`config.mk`:
```
export PLATFORM = sky130hd
export DESIGN_NAME = tablet_packet_decoder_top
export DESIGN_NICKNAME = d
export VERILOG_FILES = /design/src/rtl/core/tpd_pkg.sv /design/src/rtl/core/tablet_packet_decoder_top.sv
export SDC_FILE = /design/constraint.sdc
export NUM_CORES = 2
export LEC_CHECK = 0
export BUFFER_PORTS_ARGS = -buffer_cell sky130_fd_sc_hd__buf_2
export CELL_PAD_IN_SITES_DETAIL_PLACEMENT = 0
export CELL_PAD_IN_SITES_GLOBAL_PLACEMENT = 1
export CORE_UTILIZATION = 30
export CTS_BUF_LIST = sky130_fd_sc_hd__clkbuf_2 sky130_fd_sc_hd__clkbuf_4 sky130_fd_sc_hd__clkbuf_8
export DETAILED_ROUTE_END_ITERATION = 12
export PLACE_DENSITY_LB_ADDON = 0.1
export SKIP_LAST_GASP = 1
export SLEW_MARGIN = 20
export SYNTH_ARGS = -nofsm -noshare
export SYNTH_HDL_FRONTEND = slang
export SYNTH_SLANG_ARGS = --single-unit
```
`constraint.sdc`:
```
create_clock -name clk -period 7.2 [get_ports clk]
set_clock_uncertainty 0.05 [all_clocks]
set_input_delay 0 -clock clk [delete_from_list [all_inputs] [get_ports clk]]
set_output_delay 0 -clock clk [all_outputs]
set_load 0.05 [all_outputs]
```
`src/rtl/core/tpd_pkg.sv`:
```
// Shared constants for the tablet packet decoder.
package tpd_pkg;

  // Field widths
  localparam int unsigned ByteW   = 7;   // stored byte width, bit 7 dropped
  localparam int unsigned DataW   = 6;   // data bits per packet byte
  localparam int unsigned BtnW    = 4;   // button bits on a flag byte
  localparam int unsigned RawW    = 12;  // joined coordinate width
  localparam int unsigned PtsW    = 13;  // points_per_side width
  localparam int unsigned PosXW   = 13;
  localparam int unsigned PosYW   = 14;
  localparam int unsigned FillW   = 3;
  localparam int unsigned WinDepth = 4;  // bytes held ahead of the current one

  // Bit positions inside a tablet byte
  localparam int unsigned FlagBit = 6;
  localparam int unsigned BtnLsb  = 2;

  // Scaling: v * points / 2200 = ((v * points) >> 3) / 275
  localparam int unsigned ProdW   = RawW + PtsW;         // 25
  localparam int unsigned PreShift = 3;
  localparam int unsigned NumW    = ProdW - PreShift;    // 22
  localparam int unsigned RecipShift = 31;
  localparam int unsigned RecipW  = 23;
  // ceil(2^31 / 275), exact floor division for every numerator below 2^22
  localparam logic [RecipW-1:0] Recip275 = 23'd7809032;
  localparam int unsigned QuotW   = 14;
  localparam int unsigned RecipProdW = NumW + RecipW;    // 45

  localparam logic [PtsW-1:0] PointsReset = 13'd512;
  localparam logic [FillW-1:0] FillFull   = 3'd4;
  localparam logic [PosXW-1:0] PosXMax    = 13'd8191;
  localparam int unsigned YDiffW = PosYW + 1;            // 15-bit signed difference
  localparam logic signed [YDiffW-1:0] PosYMin = -15'sd8192;

endpackage

```
`src/rtl/core/tablet_packet_decoder_top.sv`:
```
// Tablet packet decoder: byte window, packet choice, scaling pipeline, output register.
// Throughput: one byte per cycle while in_stall is low; a result may leave every cycle while out_stall is low.
// A batch's result goes from the capture at the edge that accepts its last byte
//   through the product, reciprocal multiply and output stages.
// in_stall rises only when the scaling pipeline is full and out_stall holds it.
// Synchronous active-high reset clears the batch state and all stage valids and
//   sets points_per_side to 512; pipeline payload registers are not reset.
module tablet_packet_decoder_top (
  input  logic                          clk,
  input  logic                          rst,
  input  logic                          cfg_wr_en,
  input  logic [tpd_pkg::PtsW-1:0]      cfg_wr_data,
  input  logic                          in_valid,
  output logic                          in_stall,
  input  logic [7:0]                    pad_byte,
  input  logic                          end_of_batch,
  output logic                          out_valid,
  input  logic                          out_stall,
  output logic [tpd_pkg::PosXW-1:0]     pos_x,
  output logic signed [tpd_pkg::PosYW-1:0] pos_y,
  output logic [tpd_pkg::BtnW-1:0]      button_bits,
  output logic                          found
);

  // Configuration and batch state
  logic [tpd_pkg::PtsW-1:0]  points_per_side;
  logic [tpd_pkg::ByteW-1:0] recent_bytes [tpd_pkg::WinDepth];
  logic [tpd_pkg::FillW-1:0] fill_count;
  logic [tpd_pkg::RawW-1:0]  chosen_x_raw;
  logic [tpd_pkg::RawW-1:0]  chosen_y_raw;
  logic [tpd_pkg::BtnW-1:0]  chosen_buttons;
  logic                      button_lock;
  logic                      have_packet;

  // Next values of the chosen packet, including the current byte
  logic [tpd_pkg::ByteW-1:0] byte_in;
  logic                      pkt_hit;
  logic [tpd_pkg::RawW-1:0]  hit_x;
  logic [tpd_pkg::RawW-1:0]  hit_y;
  logic [tpd_pkg::BtnW-1:0]  hit_btn;
  logic [tpd_pkg::RawW-1:0]  chosen_x_raw_next;
  logic [tpd_pkg::RawW-1:0]  chosen_y_raw_next;
  logic [tpd_pkg::BtnW-1:0]  chosen_buttons_next;
  logic                      button_lock_next;
  logic                      have_packet_next;
  logic [tpd_pkg::FillW-1:0] fill_count_next;

  // Pipeline stages
  logic                      s1_valid;
  logic [tpd_pkg::RawW-1:0]  s1_x_raw;
  logic [tpd_pkg::RawW-1:0]  s1_y_raw;
  logic [tpd_pkg::BtnW-1:0]  s1_btn;
  logic                      s1_found;

  logic                      s2_valid;
  logic [tpd_pkg::ProdW-1:0] s2_px;
  logic [tpd_pkg::ProdW-1:0] s2_py;
  logic [tpd_pkg::BtnW-1:0]  s2_btn;
  logic                      s2_found;

  logic                      s3_valid;
  logic [tpd_pkg::QuotW-1:0] s3_qx;
  logic [tpd_pkg::QuotW-1:0] s3_qy;
  logic [tpd_pkg::BtnW-1:0]  s3_btn;
  logic                      s3_found;

  logic adv1, adv2, adv3, adv_out;
  logic in_acc;
  logic s1_load;

  logic [tpd_pkg::RecipProdW-1:0]    rx_prod;
  logic [tpd_pkg::RecipProdW-1:0]    ry_prod;
  logic [tpd_pkg::PosXW-1:0]         pos_x_next;
  logic signed [tpd_pkg::YDiffW-1:0] y_diff;
  logic signed [tpd_pkg::PosYW-1:0]  pos_y_next;

  // Advance chain: a stage moves when it is empty or its successor moves
  assign adv_out  = !out_valid || !out_stall;
  assign adv3     = !s3_valid || adv_out;
  assign adv2     = !s2_valid || adv3;
  assign adv1     = !s1_valid || adv2;
  assign in_stall = !adv1;
  assign in_acc   = in_valid && !in_stall;
  assign s1_load  = in_acc && end_of_batch;

  // Detect a complete packet ending with the current byte and pick it
  always_comb begin
    byte_in = pad_byte[tpd_pkg::ByteW-1:0];
    pkt_hit = (fill_count == tpd_pkg::FillFull) &&
              recent_bytes[0][tpd_pkg::FlagBit] && !button_lock;
    hit_btn = recent_bytes[0][tpd_pkg::BtnLsb +: tpd_pkg::BtnW];
    hit_x   = {recent_bytes[2][tpd_pkg::DataW-1:0], recent_bytes[1][tpd_pkg::DataW-1:0]};
    hit_y   = {byte_in[tpd_pkg::DataW-1:0], recent_bytes[3][tpd_pkg::DataW-1:0]};
    chosen_x_raw_next   = pkt_hit ? hit_x : chosen_x_raw;
    chosen_y_raw_next   = pkt_hit ? hit_y : chosen_y_raw;
    chosen_buttons_next = pkt_hit ? hit_btn : chosen_buttons;
    button_lock_next    = button_lock || (pkt_hit && (hit_btn != '0));
    have_packet_next    = have_packet || pkt_hit;
    fill_count_next     = (fill_count == tpd_pkg::FillFull) ? fill_count
                                                            : fill_count + 3'd1;
  end

  // Configuration register
  always_ff @(posedge clk) begin
    if (rst) begin
      points_per_side <= tpd_pkg::PointsReset;
    end else if (cfg_wr_en) begin
      points_per_side <= cfg_wr_data;
    end
  end

  // Batch state: advance on each byte, clear after the last byte of a batch
  always_ff @(posedge clk) begin
    if (rst || (in_acc && end_of_batch)) begin
      for (int i = 0; i < tpd_pkg::WinDepth; i++) begin
        recent_bytes[i] <= '0;
      end
      fill_count     <= '0;
      chosen_x_raw   <= '0;
      chosen_y_raw   <= '0;
      chosen_buttons <= '0;
      button_lock    <= 1'b0;
      have_packet    <= 1'b0;
    end else if (in_acc) begin
      for (int i = 0; i < tpd_pkg::WinDepth - 1; i++) begin
        recent_bytes[i] <= recent_bytes[i+1];
      end
      recent_bytes[tpd_pkg::WinDepth-1] <= byte_in;
      fill_count     <= fill_count_next;
      chosen_x_raw   <= chosen_x_raw_next;
      chosen_y_raw   <= chosen_y_raw_next;
      chosen_buttons <= chosen_buttons_next;
      button_lock    <= button_lock_next;
      have_packet    <= have_packet_next;
    end
  end

  // Stage 1: capture the chosen packet of a finished batch
  always_ff @(posedge clk) begin
    if (rst) begin
      s1_valid <= 1'b0;
    end else if (adv1) begin
      s1_valid <= s1_load;
    end
    if (s1_load) begin
      s1_x_raw <= chosen_x_raw_next;
      s1_y_raw <= chosen_y_raw_next;
      s1_btn   <= chosen_buttons_next;
      s1_found <= have_packet_next;
    end
  end

  // Stage 2: multiply raw coordinates by the display size
  always_ff @(posedge clk) begin
    if (rst) begin
      s2_valid <= 1'b0;
    end else if (adv2) begin
      s2_valid <= s1_valid;
    end
    if (adv2 && s1_valid) begin
      s2_px    <= tpd_pkg::ProdW'(s1_x_raw) * tpd_pkg::ProdW'(points_per_side);
      s2_py    <= tpd_pkg::ProdW'(s1_y_raw) * tpd_pkg::ProdW'(points_per_side);
      s2_btn   <= s1_btn;
      s2_found <= s1_found;
    end
  end

  // Stage 3: divide by 2200 as a shift by 3 and a reciprocal multiply for 275
  assign rx_prod = tpd_pkg::RecipProdW'(s2_px[tpd_pkg::ProdW-1:tpd_pkg::PreShift]) *
                   tpd_pkg::RecipProdW'(tpd_pkg::Recip275);
  assign ry_prod = tpd_pkg::RecipProdW'(s2_py[tpd_pkg::ProdW-1:tpd_pkg::PreShift]) *
                   tpd_pkg::RecipProdW'(tpd_pkg::Recip275);

  always_ff @(posedge clk) begin
    if (rst) begin
      s3_valid <= 1'b0;
    end else if (adv3) begin
      s3_valid <= s2_valid;
    end
    if (adv3 && s2_valid) begin
      s3_qx    <= rx_prod[tpd_pkg::RecipShift +: tpd_pkg::QuotW];
      s3_qy    <= ry_prod[tpd_pkg::RecipShift +: tpd_pkg::QuotW];
      s3_btn   <= s2_btn;
      s3_found <= s2_found;
    end
  end

  // Saturate x, form y = points - scaled value; the output register zeroes everything when no packet
  always_comb begin
    pos_x_next = s3_qx[tpd_pkg::QuotW-1] ? tpd_pkg::PosXMax
                                          : s3_qx[tpd_pkg::PosXW-1:0];
    y_diff = $signed({2'b00, points_per_side}) - $signed({1'b0, s3_qy});
    pos_y_next = (y_diff < tpd_pkg::PosYMin) ? tpd_pkg::PosYMin[tpd_pkg::PosYW-1:0]
                                             : y_diff[tpd_pkg::PosYW-1:0];
  end

  // Output register: hold while stalled
  always_ff @(posedge clk) begin
    if (rst) begin
      out_valid <= 1'b0;
    end else if (adv_out) begin
      out_valid <= s3_valid;
    end
    if (adv_out && s3_valid) begin
      pos_x       <= s3_found ? pos_x_next : '0;
      pos_y       <= s3_found ? pos_y_next : '0;
      button_bits <= s3_found ? s3_btn : '0;
      found       <= s3_found;
    end
  end

  // Checks
  a_reset_empty: assert property (@(posedge clk) rst |=> !out_valid && !s1_valid)
    else $error("pipeline not empty after reset");

  a_not_found_zero: assert property (@(posedge clk) disable iff (rst)
    out_valid && !found |-> pos_x == '0 && pos_y == '0 && button_bits == '0)
    else $error("nonzero fields in a result without a packet");

  a_lock_has_packet: assert property (@(posedge clk) disable iff (rst)
    button_lock |-> have_packet)
    else $error("button lock without a chosen packet");

  a_stall_cause: assert property (@(posedge clk) disable iff (rst)
    in_stall |-> s1_valid && s2_valid && s3_valid && out_valid && out_stall)
    else $error("input stalled while the pipeline has room");

  a_batch_cleared: assert property (@(posedge clk) disable iff (rst)
    in_acc && end_of_batch |=> fill_count == '0 && !have_packet)
    else $error("batch state not cleared after a batch end");

endmodule
```
==> metrics.md <==
| Metric | Value |
|---|---|
| Tmin final | 6.29 ns |
| Synth Area in Compound Gates | 0.0674 |
| I/O pin cnt | 61 |
| CP Max Fanout | 6 |
| Slew Viols, Final | 0 |
| H-Tree Depth | 2 |
| Post-route setup slack | 0.914 ns |
| Dpl cell area | 32700 sq um |
| Syn Nets | 3952 |
| Worst slew pin tran | roughly 0.95 ns |
| 1st-iter DRT viols | 772 |
| Simple-gate portion of the synthesized area | 0.0903 |
| Initial Util | 0.305 |
| Post-synth top area share | 0.301 |
| Chip height | 322 um |
| Critical Path AT | 6.61 ns |
| FF+latch count, synth | 219 |
| Synth Instances | 2931 |
| Number of detailed-route iterations in the first pass | 5 |
| EDFF count, synth | around 170 |
| CP Launch Type | flop |
| Max-cap violation count | 0 |
| CTS clk-pin slew, worst paths | about 0.06 ns |
| Reg-to-Reg Start | s2_py[6]$_DFFE_PP_ |
| Initial antenna violation count | 7 |
| Largest family of logic cells by synthesized area | adder cells |
| Period Utilization, post-route | 0.873 |
| First-pass GRT wire length | 117000 um |
| Largest net degree at the start of global routing | 51 |
| Place WS | around 0.84 ns |
| Slew HR | 0.360 |
| Worst Hold Launch | pad_byte[6] |
| Status | complete, no violations |
| Reg area | 6080 sq um |
| Worst Path Required | 7.52 ns |
| Die footprint | 104000 sq um |
| Adder-cell area share of the yosys netlist | 0.518 |
| ANT nets after route | 0 |
| Layout cell share with drive strength beyond 1 | 0.0759 |
| Post-synth ARST share | 0 |
| Yosys cell types | 77 |
| Register area share after synthesis | 0.198 |
| CTS buffer count | 42 |
| Cell row count | 116 |
| DR vias/cell | between 4 and 5 |
| TritonCTS clock tree | yes |
| DP Wirelength | 59400 um |
| Hold Violations, Final | 0 |
| Crit. End Element | flop |
| Post-Synth XOR/XNOR Area | 0.0220 |
| Core footprint | 101000 sq um |
| Vias in the first global route | roughly 22000 |
| Avg Inst Size Synth | 10.5 sq um |
| Gr usage total | 0.144 |
| Fmax | 159 MHz |
| DR WL/cell | 16.1 um |
| Number of port buffers | 59 |
| GP Congestion | a little under 0.8 |
| Hold WS | roughly 0.12 ns |
| RSZ-0062 raised after global routing | no |
| Yosys top cell by area | fa_1 |
| Critical Path Start | s2_py[6]$_DFFE_PP_ |
| Nets | around 4000 |
| Design area | 34100 sq um |
| Via count | 20048 |
| Root Buffer | clkbuf_8 |
| Crit Path Class | reg2reg |
| Synth area leaders | fa_1, ha_1, edfxtp_1 |
| Clock Path Buffers | 3 |
| Synth warn | 0 |
| Routed WL | 71700 um |
| Mux share of post-synthesis cell area | 0.0145 |
| Clk sink count | 219 |
| Setup tns final | 0 ns |
| Layout fillers | 10391 |
| Worst skew pair latency | about 0.65 ns |
| DIE WIDTH | 322 um |
| DRC Markers | 0 |
| Setup violators final | 0 |
| Mapped cell area | 30700 sq um |
| Most used DFF post-synth | edfxtp_1 |
| Area of the multi-input gates | between 20000 and 25000 sq um |
| GRT Residual Overflow | 0 |
| Worst Hold Class | in2reg |
| Area growth syn-to-layout | 11.3% |
-- registers in the layout (all words and copies together) (netlist names), 13 cells and up --
| register | flops |
|---|---|
| s2_py | 22 |
| s2_px | 22 |
| points_per_side | 13 |
| s3_qx | 14 |
| recent_bytes | 26 |
| pos_y | 14 |
| pos_x | 13 |
| s3_qy | 14 |
-- worst paths after layout --
| check | endpoint | slack, ns | depth (start not counted) |
|---|---|---|---|
| setup / recovery | s3_qy[13]$_DFFE_PP_ | 0.91 | 20 |
| hold / removal | recent_bytes[3][6]$_SDFFCE_PN0P_ | 0.12 | 3 |
| setup reg to reg | s3_qy[13]$_DFFE_PP_ | 0.91 | 20 |
| hold reg to reg | s2_found$_DFFE_PP_ | 0.37 | 0 |
-- cell families after synthesis --
| logic type | after synthesis |
|---|---|
| fa+ha+maj | 994 |
| compound gates | 290 |
| flops | 219 |
| mux | 41 |
| simple gates | 581 |
| buf+inv | 729 |
| xor+xnor | 77 |
-- cell type report --
type	count	area share
Timing Repair Buffer	149	0.0330
Sequential cell	219	0.178
Clock inverter	18	0.00440
Multi-Input combinational cell	1983	0.641
Tap cell	1357	0.0497
Inverter	656	0.0721
Clock buffer	59	0.0212
Antenna cell	2	0.000147
-- cell usage after synthesis, types with 28 or more instances --
cell	number
a21o_1	35
a22o_1	28
and2_1	112
a21oi_1	73
edfxtp_1	169
ha_1	533
nand2_1	271
inv_1	656
xnor2_1	57
mux2_2	28
clkbuf_1	68
fa_1	461
nor2_1	80
o21ai_0	32
dfxtp_1	50
-- worst max-delay path: stages (launching register included) --
cell,delay [ns]
edfxtp_1,0.53
inv_1,0.18
fa_1,0.51
fa_1,0.55
fa_1,0.44
fa_1,0.49
inv_1,0.05
fa_1,0.44
ha_1,0.29
inv_1,0.05
fa_1,0.48
inv_1,0.04
ha_1,0.30
a21oi_1,0.23
o221ai_1,0.21
a21oi_2,0.18
o31ai_2,0.14
a21oi_2,0.34
o31ai_2,0.15
o41ai_2,0.25
xnor2_1,0.11
-- stage by stage --
stage,instances,util
finish,4443,0.339
global route,4442,0.339
CTS,4441,0.339
detailed placement,4312,0.325
global placement,4312,0.325
floorplan,2931,-
-- layer usage --
metal | GRT usage | vias to the layer above | share of wire
met5 | 0 | - | 0.00018
met4 | 0.0310 | 2 | 0.017
met3 | 0.0179 | 63 | 0.030
met2 | 0.226 | 231 | 0.44
met1 | 0.211 | 10107 | 0.51
li1 | - | 9645 | -
-- cells in the final DEF, fill, tap and decap left out, drive strengths merged, types with 42 or more instances in the layout --
master / synthesis / routed
a21oi: 78 / 78
and2: 113 / 113
buf: 5 / 97
clkbuf: 68 / 59
dfxtp: 50 / 50
dlygate4sd3: 0 / 52
edfxtp: 169 / 169
fa: 461 / 461
ha: 533 / 533
inv: 656 / 657
nand2: 272 / 272
nor2: 80 / 80
o21ai: 42 / 42
xnor2: 57 / 57
-- timing repair --
action                                  in CTS  in global routing
endpoints found under the setup margin       0                  0
hold buffers                                52                  0
buffers inserted                             0                  0
resized for setup                            0                  0
hold endpoints to repair                    68                  0
Power is not shown: default switching activity piles up to over one toggle a cycle in this logic, so the estimate is an artifact.
